**config.mk**
```make
export PLATFORM = sky130hd
export DESIGN_NAME = rc_circuit_ode_step
export DESIGN_NICKNAME = d
export VERILOG_FILES = /design/src/sv/rc_ode_pkg.sv /design/src/sv/rc_ode_alu.sv /design/src/sv/rc_ode_seq.sv /design/src/sv/rc_circuit_ode_step.sv
export SDC_FILE = /design/constraint.sdc
export NUM_CORES = 2
export LEC_CHECK = 0
export BUFFER_PORTS_ARGS = -buffer_cell sky130_fd_sc_hd__buf_2
export CAP_MARGIN = 20
export CORE_ASPECT_RATIO = 0.9
export CORE_UTILIZATION = 55
export DETAILED_ROUTE_END_ITERATION = 16
export PLACE_DENSITY = 0.71
export SLEW_MARGIN = 20
export SYNTH_ARGS = -nofsm -noshare
export SYNTH_HDL_FRONTEND = slang
export SYNTH_SLANG_ARGS = --single-unit
export TNS_END_PERCENT = 10
```
**constraint.sdc**
```tcl
create_clock -name clk_i -period 21.2 [get_ports clk_i]
set_clock_uncertainty 0.2 [all_clocks]
set_input_delay 1.06 -clock clk_i [delete_from_list [all_inputs] [get_ports clk_i]]
set_output_delay 1.06 -clock clk_i [all_outputs]
set_load 0.03 [all_outputs]
```
**src/sv/rc_ode_pkg.sv**
```systemverilog
package rc_ode_pkg;

  // Fixed-point format of every state, coefficient and sample
  localparam int unsigned FRAC_BITS = 16;
  localparam int unsigned DW        = 32;   // signed data width
  localparam int unsigned CW        = 31;   // unsigned coefficient width
  localparam int unsigned IDX_W     = 3;    // configuration register index width
  localparam int unsigned STEP_W    = 4;    // sequencer step counter width
  localparam logic [STEP_W-1:0] STEP_LAST = STEP_W'(8);

  // Coefficient reset values
  localparam logic [CW-1:0] R3_RST = CW'(458752);
  localparam logic [CW-1:0] G_RST  = CW'(5461);
  localparam logic [CW-1:0] K1_RST = CW'(2185);
  localparam logic [CW-1:0] K2_RST = CW'(4369);
  localparam logic [CW-1:0] K3_RST = CW'(3277);

  // Configuration register indexes
  typedef enum logic [IDX_W-1:0] {
    CFG_SERIES_RES = 3'd0,
    CFG_LOOP_COND  = 3'd1,
    CFG_STEP_C1    = 3'd2,
    CFG_STEP_C2    = 3'd3,
    CFG_STEP_C3    = 3'd4
  } cfg_idx_e;

  // Sequencer states
  typedef enum logic [1:0] {
    ST_IDLE,
    ST_RUN,
    ST_DONE
  } state_e;

  // Multiplier operand pairs
  typedef enum logic [2:0] {
    MUL_NONE,
    MUL_R3_X0,
    MUL_K2_X0,
    MUL_G_SUM,
    MUL_K1_A,
    MUL_K3_T
  } mul_op_e;

  // Destination of the scaled, saturated product
  typedef enum logic [2:0] {
    PD_NONE,
    PD_DROP,
    PD_D0,
    PD_D1,
    PD_D2,
    PD_A
  } prod_dst_e;

  // Adder operations
  typedef enum logic [2:0] {
    ADD_NONE,
    ADD_SUM,
    ADD_T,
    ADD_UPD0,
    ADD_UPD1,
    ADD_UPD2
  } add_op_e;

  // Control word from the sequencer to the datapath
  typedef struct packed {
    mul_op_e   mul_op;
    prod_dst_e prod_dst;
    add_op_e   add_op;
    logic      pass;     // 0: predictor pass, 1: corrector pass
    logic      start;    // transaction accepted this cycle
    logic      finish;   // result loaded into the output register
  } ctrl_t;

  typedef struct packed {
    logic signed [DW-1:0] val;
    logic                 ovf;
  } sat_t;

  // Clamp to the signed 32-bit range, flagging any clamp
  function automatic sat_t sat32(input logic signed [63:0] v);
    sat_t r;
    if (v > 64'sh0000_0000_7FFF_FFFF) begin
      r.val = 32'sh7FFF_FFFF;
      r.ovf = 1'b1;
    end else if (v < 64'shFFFF_FFFF_8000_0000) begin
      r.val = 32'sh8000_0000;
      r.ovf = 1'b1;
    end else begin
      r.val = v[DW-1:0];
      r.ovf = 1'b0;
    end
    return r;
  endfunction

endpackage

```
**src/sv/rc_ode_alu.sv**
```systemverilog
module rc_ode_alu (
  input  logic                           clk_i,
  input  logic [rc_ode_pkg::CW-1:0]      mul_coef_i,
  input  logic signed [rc_ode_pkg::DW-1:0] mul_val_i,
  input  logic signed [rc_ode_pkg::DW-1:0] add_a_i [4],
  input  logic [3:0]                     add_neg_i,
  output rc_ode_pkg::sat_t               prod_o,
  output rc_ode_pkg::sat_t               add_o
);
  import rc_ode_pkg::*;

  logic signed [63:0] prod_q;
  logic signed [63:0] prod_d;
  logic signed [63:0] prod_shift;
  logic signed [DW+2:0] term [4];
  logic signed [DW+2:0] add_sum;

  // Multiplier stage, product registered
  assign prod_d = 64'($signed({1'b0, mul_coef_i})) * 64'(mul_val_i);

  always_ff @(posedge clk_i) begin
    prod_q <= prod_d;
  end

  // Floor scaling of the registered product, then clamp
  assign prod_shift = prod_q >>> FRAC_BITS;
  assign prod_o     = sat32(prod_shift);

  // Four-input adder with per-operand negation, then clamp
  always_comb begin
    for (int k = 0; k < 4; k++) begin
      term[k] = add_neg_i[k] ? -(35'(add_a_i[k])) : 35'(add_a_i[k]);
    end
    add_sum = term[0] + term[1] + term[2] + term[3];
  end

  assign add_o = sat32(64'(add_sum));

endmodule

```
**src/sv/rc_ode_seq.sv**
```systemverilog
module rc_ode_seq (
  input  logic              clk_i,
  input  logic              rst_ni,
  input  logic              in_valid_i,
  input  logic              out_free_i,
  output logic              busy_o,
  output rc_ode_pkg::ctrl_t ctrl_o
);
  import rc_ode_pkg::*;

  state_e            state_q, state_d;
  logic [STEP_W-1:0] step_q, step_d;
  logic              pass_q, pass_d;

  // Next state
  always_comb begin
    state_d = state_q;
    step_d  = step_q;
    pass_d  = pass_q;
    unique case (state_q)
      ST_IDLE: begin
        if (in_valid_i) begin
          state_d = ST_RUN;
          step_d  = '0;
          pass_d  = 1'b0;
        end
      end
      ST_RUN: begin
        if (step_q == STEP_LAST) begin
          step_d = '0;
          if (pass_q) begin
            state_d = ST_DONE;
          end else begin
            pass_d = 1'b1;
          end
        end else begin
          step_d = step_q + STEP_W'(1);
        end
      end
      ST_DONE: begin
        if (out_free_i) begin
          state_d = ST_IDLE;
        end
      end
      default: state_d = ST_IDLE;
    endcase
  end

  always_ff @(posedge clk_i or negedge rst_ni) begin
    if (!rst_ni) begin
      state_q <= ST_IDLE;
      step_q  <= '0;
      pass_q  <= 1'b0;
    end else begin
      state_q <= state_d;
      step_q  <= step_d;
      pass_q  <= pass_d;
    end
  end

  // Outputs: one pass of the derivative schedule, products overlap adds
  always_comb begin
    ctrl_o.mul_op   = MUL_NONE;
    ctrl_o.prod_dst = PD_NONE;
    ctrl_o.add_op   = ADD_NONE;
    ctrl_o.pass     = pass_q;
    ctrl_o.start    = 1'b0;
    ctrl_o.finish   = 1'b0;
    busy_o          = (state_q != ST_IDLE);
    unique case (state_q)
      ST_IDLE: ctrl_o.start = in_valid_i;
      ST_RUN: begin
        unique case (step_q)
          4'd0: ctrl_o.mul_op = MUL_R3_X0;
          4'd1: begin
            ctrl_o.prod_dst = PD_DROP;
            ctrl_o.mul_op   = MUL_K2_X0;
          end
          4'd2: begin
            ctrl_o.prod_dst = PD_D1;
            ctrl_o.add_op   = ADD_SUM;
          end
          4'd3: begin
            ctrl_o.mul_op = MUL_G_SUM;
            ctrl_o.add_op = ADD_UPD1;
          end
          4'd4: ctrl_o.prod_dst = PD_A;
          4'd5: begin
            ctrl_o.mul_op = MUL_K1_A;
            ctrl_o.add_op = ADD_T;
          end
          4'd6: begin
            ctrl_o.prod_dst = PD_D0;
            ctrl_o.mul_op   = MUL_K3_T;
          end
          4'd7: begin
            ctrl_o.prod_dst = PD_D2;
            ctrl_o.add_op   = ADD_UPD0;
          end
          4'd8: ctrl_o.add_op = ADD_UPD2;
          default: ctrl_o.add_op = ADD_NONE;
        endcase
      end
      ST_DONE: ctrl_o.finish = out_free_i;
      default: ctrl_o.start = 1'b0;
    endcase
  end

endmodule

```
**src/sv/rc_circuit_ode_step.sv**
```systemverilog
// Each transaction runs through the accept, two passes of nine steps through the single shared
// multiplier and saturating adder, and the result hand-off; no new one is taken until it ends.
// Input stalls for the whole step; a finished step also holds input off while the previous
// result is still stalled at the output.
// Reset (rst_ni low, asynchronous) loads the default coefficients and clears the
// loop current and both capacitor voltages.
module rc_circuit_ode_step (
  input  logic                                clk_i,
  input  logic                                rst_ni,
  input  logic                                cfg_we_i,
  input  logic [rc_ode_pkg::IDX_W-1:0]        cfg_idx_i,
  input  logic [rc_ode_pkg::CW-1:0]           cfg_data_i,
  input  logic                                in_valid_i,
  output logic                                in_stall_o,
  input  logic signed [rc_ode_pkg::DW-1:0]    source_sample_i,
  output logic                                out_valid_o,
  input  logic                                out_stall_i,
  output logic signed [rc_ode_pkg::DW-1:0]    output_voltage_o,
  output logic                                overflow_o
);
  import rc_ode_pkg::*;

  ctrl_t ctrl;
  logic  busy;
  logic  out_free;

  logic [CW-1:0] r3_q, g_q, k1_q, k2_q, k3_q;

  logic signed [DW-1:0] x_q [3];
  logic signed [DW-1:0] p_q [3];
  logic signed [DW-1:0] d_q [3];
  logic signed [DW-1:0] opnd [3];
  logic signed [DW-1:0] u_q, drop_q, sum_q, a_q, t_q;
  logic                 flag_q;

  logic                 out_valid_q;
  logic signed [DW-1:0] out_volt_q;
  logic                 out_ovf_q;

  logic [CW-1:0]        mul_coef;
  logic signed [DW-1:0] mul_val;
  logic signed [DW-1:0] add_a [4];
  logic [3:0]           add_neg;
  sat_t                 prod_res, add_res;

  assign out_free   = !out_valid_q || !out_stall_i;
  assign in_stall_o = busy;

  rc_ode_seq u_seq (
    .clk_i      (clk_i),
    .rst_ni     (rst_ni),
    .in_valid_i (in_valid_i),
    .out_free_i (out_free),
    .busy_o     (busy),
    .ctrl_o     (ctrl)
  );

  rc_ode_alu u_alu (
    .clk_i      (clk_i),
    .mul_coef_i (mul_coef),
    .mul_val_i  (mul_val),
    .add_a_i    (add_a),
    .add_neg_i  (add_neg),
    .prod_o     (prod_res),
    .add_o      (add_res)
  );

  // Derivative operands: state on the predictor pass, predictor on the corrector pass
  always_comb begin
    for (int k = 0; k < 3; k++) begin
      opnd[k] = ctrl.pass ? p_q[k] : x_q[k];
    end
  end

  // Multiplier operand select
  always_comb begin
    mul_coef = '0;
    mul_val  = '0;
    case (ctrl.mul_op)
      MUL_R3_X0: begin mul_coef = r3_q; mul_val = opnd[0]; end
      MUL_K2_X0: begin mul_coef = k2_q; mul_val = opnd[0]; end
      MUL_G_SUM: begin mul_coef = g_q;  mul_val = sum_q;   end
      MUL_K1_A:  begin mul_coef = k1_q; mul_val = a_q;     end
      MUL_K3_T:  begin mul_coef = k3_q; mul_val = t_q;     end
      default:   begin mul_coef = '0;   mul_val = '0;      end
    endcase
  end

  // Adder operand select
  always_comb begin
    add_a[0] = '0;
    add_a[1] = '0;
    add_a[2] = '0;
    add_a[3] = '0;
    add_neg  = 4'b0000;
    case (ctrl.add_op)
      ADD_SUM: begin
        // u - v2 - r3*i - v3
        add_a[0] = u_q;
        add_a[1] = opnd[1];
        add_a[2] = drop_q;
        add_a[3] = opnd[2];
        add_neg  = 4'b1110;
      end
      ADD_T: begin
        add_a[0] = a_q;
        add_a[1] = opnd[0];
        add_neg  = 4'b0010;
      end
      ADD_UPD0: begin add_a[0] = x_q[0]; add_a[1] = d_q[0]; end
      ADD_UPD1: begin add_a[0] = x_q[1]; add_a[1] = d_q[1]; end
      ADD_UPD2: begin add_a[0] = x_q[2]; add_a[1] = d_q[2]; end
      default:  add_neg = 4'b0000;
    endcase
  end

  // Coefficients, state, saturation flag and output handshake
  always_ff @(posedge clk_i or negedge rst_ni) begin
    if (!rst_ni) begin
      r3_q        <= R3_RST;
      g_q         <= G_RST;
      k1_q        <= K1_RST;
      k2_q        <= K2_RST;
      k3_q        <= K3_RST;
      x_q[0]      <= '0;
      x_q[1]      <= '0;
      x_q[2]      <= '0;
      flag_q      <= 1'b0;
      out_valid_q <= 1'b0;
    end else begin
      if (cfg_we_i) begin
        unique case (cfg_idx_i)
          CFG_SERIES_RES: r3_q <= cfg_data_i;
          CFG_LOOP_COND:  g_q  <= cfg_data_i;
          CFG_STEP_C1:    k1_q <= cfg_data_i;
          CFG_STEP_C2:    k2_q <= cfg_data_i;
          CFG_STEP_C3:    k3_q <= cfg_data_i;
          default:        r3_q <= r3_q;
        endcase
      end

      // corrector pass updates the state itself
      if (ctrl.pass) begin
        case (ctrl.add_op)
          ADD_UPD0: x_q[0] <= add_res.val;
          ADD_UPD1: x_q[1] <= add_res.val;
          ADD_UPD2: x_q[2] <= add_res.val;
          default:  x_q[0] <= x_q[0];
        endcase
      end

      if (ctrl.start) begin
        flag_q <= 1'b0;
      end else if (((ctrl.prod_dst != PD_NONE) && prod_res.ovf) ||
                   ((ctrl.add_op != ADD_NONE) && add_res.ovf)) begin
        flag_q <= 1'b1;
      end

      if (ctrl.finish) begin
        out_valid_q <= 1'b1;
      end else if (!out_stall_i) begin
        out_valid_q <= 1'b0;
      end
    end
  end

  // Working registers
  always_ff @(posedge clk_i) begin
    if (ctrl.start) begin
      u_q <= source_sample_i;
    end

    case (ctrl.prod_dst)
      PD_DROP: drop_q   <= prod_res.val;
      PD_A:    a_q      <= prod_res.val;
      PD_D0:   d_q[0]   <= prod_res.val;
      PD_D1:   d_q[1]   <= prod_res.val;
      PD_D2:   d_q[2]   <= prod_res.val;
      default: drop_q   <= drop_q;
    endcase

    // predictor pass fills the predictor
    case (ctrl.add_op)
      ADD_SUM:  sum_q <= add_res.val;
      ADD_T:    t_q   <= add_res.val;
      ADD_UPD0: if (!ctrl.pass) p_q[0] <= add_res.val;
      ADD_UPD1: if (!ctrl.pass) p_q[1] <= add_res.val;
      ADD_UPD2: if (!ctrl.pass) p_q[2] <= add_res.val;
      default:  sum_q <= sum_q;
    endcase

    if (ctrl.finish) begin
      out_volt_q <= x_q[2];
      out_ovf_q  <= flag_q;
    end
  end

  assign out_valid_o      = out_valid_q;
  assign output_voltage_o = out_volt_q;
  assign overflow_o       = out_ovf_q;

endmodule

```
==> summary.md <==
| Metric | Value |
|---|---|
| Status | complete, no violations |
| FFs w/ async S/R, synth | a little under two fifths |
| Post-cts sizing count | 0 |
| Cells after synthesis | between 6000 and 7000 |
| Clock Tree Buf Depth | 3 |
| I/O Buffers | about 110 |
| Cell Area, Synth | between 60000 and 70000 sq um |
| Row cnt | between 100 and 150 |
| CTS Sinks | 693 |
| CP Data Required Time | 21.59 ns |
| Slowest stage cell, crit path | dfrtp_1 |
| Number of nets in the layout | a little under 8000 |
| Kind of critical path | flip-flop to flip-flop |
| Routed Wire Length | approximately 200000 um |
| Cell taking the most area after synthesis | fa_1 |
| Slowest stage delay, CP | slightly below 1 ns |
| Clock Latency Late Sink | roughly 0.66 ns |
| Vias | 48678 |
| Most frequent cell on the critical path | fa_1 |
| Initial antenna violation count | 2 |
| Clk pin slew, worst setup/hold paths | about 0.070 ns |
| Drt drc | 0 |
| Drt pass-1 iters | 7 |
| Root Driver | clkbuf_16 |
| TritonCTS Buffers | 69 |
| Die Wd | around 360 um |
| Postcts setup bufs | 0 |
| Post-Syn Nets | ~7800 |
| Post-synthesis cell type count | 86 |
| Crit. End Element | flip-flop |
| Worst Path Max Fanout | between 50 and 60 |
| Yosys reg bits | 693 |
| Detailed placement HPWL | about 150000 um |
| # H-tree levels | 3 |
| Delay-heaviest family, CP | adder cells |
| Worst Path Buf+Inv | 7 |
| Setup TNS | 0 ns |
| RSZ-0062 raised after global routing | false |
| Top cells by count, synth | inv_1 (1055), fa_1 (934), nand2_1 (751) |
| Fin crit period | approximately 12 ns |
| Syn-to-layout area delta | 7.75% |
| CTS tree | done |
| Hold-fix buffers, CTS | 0 |
| Iter 0 DRT Violations | between 5000 and 6000 |
| Core area | about 120000 sq um |
| Starting Density | 55.6% |
| Final setup vio count | 0 |
| Routed WL per cell | 25.0 um |
| Largest net degree at the start of global routing | slightly above 80 |
| Vias in the first global route | just over 50000 |
| Achievable frequency | 80.3 MHz |
| Max_cap viols | 0 |
| Global-route wire length before repair | approximately 300000 um |
| ANT nets after route | 0 |
| Post-synth top area share | 28.7% |
| Slew Viols, Final | 0 |
| Die Y | between 300 and 400 um |
| GRT Overall Usage | between 30% and 40% |
| Share of layout cells above drive strength 1 | a little over a tenth |
| Area contributors post-synth | fa_1 (29%), edfxtp_1 (18%), dfrtp_1 (9.0%) |
| Worst Tran Pin Value | between 1 and 1.5 ns |
| Post-DR vias/cell | between 6 and 7 |
| Final RePlAce weighted congestion | about 0.99 |
| Hold Fails Final Rpt | 0 |
| # IOs | between 100 and 150 |
| Slew HR | around 24% |
| Final period util | 58.7% |
| GRT Residual Overflow | 0 |
| Count leader, synth | inv_1 |
| Data arrival, critical path | ~13 ns |
| Min-Delay Path Class | primary input to async pin |
| Syn. warnings | 0 |
| Post-synthesis sequential area ratio | between 20% and 30% |
| Syn Area/Cell | ~10 sq um |
| Die ar. | between 100000 and 150000 sq um |
| Post-synth top flop | edfxtp_1 |
| Critical Path Source Type | flip-flop |
| EDFF count, synth | 385 |
[registers in the layout, indices dropped and copies added, names as in the netlist, 32 cells and up]
signal,cells
x_q,96
d_q,96
u_q,32
sum_q,32
a_q,32
p_q,96
t_q,32
drop_q,32
u_alu.prod_q,48
output_voltage_o,32
[metrics by stage]
step / instance area [sq um] / instances / worst slack (ns) / hold slack (ns) / util [%]
floorplan: 65100 / 6427 / 10.97 / 0.225 / -
global placement: 67800 / 7894 / 9.36 / 0.282 / 57.9
detailed placement: 67800 / 7894 / 9.14 / 0.290 / 57.9
CTS: 70100 / 8020 / 9.13 / 0.125 / 59.8
global route: 70100 / 8023 / 8.29 / 0.152 / 59.9
finish: 70100 / 8026 / 8.75 / 0.134 / 59.9
[cells in the final DEF (no fill, tap or decap), types with 26 or more instances in the layout]
cell type  synthesis  routed
and2_1            37      36
clkbuf_16          0      71
nor2_1           732     724
mux2i_1          101     101
ha_1             332     332
inv_1           1055    1054
a222oi_1          30      30
a21o_1            73      73
edfxtp_1         385     385
dfxtp_1           48      48
xor2_1            80      80
mux2_2           169     169
nand2_1          751     749
o21ai_1           54      54
o21ai_0          128     128
xnor2_1           91      91
a22oi_1           43      43
fa_1             934     934
a21oi_1          159     158
dfrtp_1          235     234
a221o_1           47      44
a211o_1           26      26
buf_4              4     130
nand3_1           29      28
nor3_1            61      58
a221oi_2           1      33
buf_2              8     106
[cell type report]
class                      count  area [sq um]
timing repair buffer         239          1560
clock inverter                32           284
fill                        9735         47000
inverter                    1057          3970
sequential                   693         19100
clock buffer                  94          1970
antenna                        3          7.51
tap                         1573          1970
multi-input combinational   4335         41300
[worst paths after layout]
| path | from | end | slack, ns | depth (start not counted) |
|---|---|---|---|---|
| hold reg to reg | g_q[25] | g_q[25] | 0.30 | 1 |
| setup / recovery | u_seq.step_q[2] | u_alu.prod_q[61] | 8.75 | 35 |
| max in group asynchronous | rst_ni | u_seq.pass_q | 18.43 | 3 |
| min in group clk_i | g_q[25] | g_q[25] | 0.30 | 1 |
| setup reg to reg | u_seq.step_q[2] | u_alu.prod_q[61] | 8.75 | 35 |
| hold / removal | rst_ni | x_q[23] | 0.13 | 1 |
[cells by family after synthesis]
| kind of cell | after synthesis | share of synthesized area, % |
|---|---|---|
| flip-flops | 693 | 29.3 |
| adder cells (fa/ha/maj) | 1266 | 35.1 |
| multiplexers | 270 | 4.48 |
| XOR/XNOR | 172 | 2.34 |
| AO/OA/AOI/OAI | 825 | 8.96 |
| buffers and inverters | 1399 | 8.23 |
| AND/OR/NAND/NOR | 1802 | 11.6 |
[layer usage]
metal | global-route usage [%] | share of wire (%) | vias up
li1 | - | - | 20653
met2 | 53.3 | 45 | 2720
met3 | 7.35 | 11 | 568
met5 | 0 | 0.0070 | -
met4 | 13.2 | 4.5 | 2
met1 | 47.4 | 39 | 24735
Power is left out: the tool's default activity adds up to more than one toggle a clock period on the data nets, which glitch-free logic cannot reach.
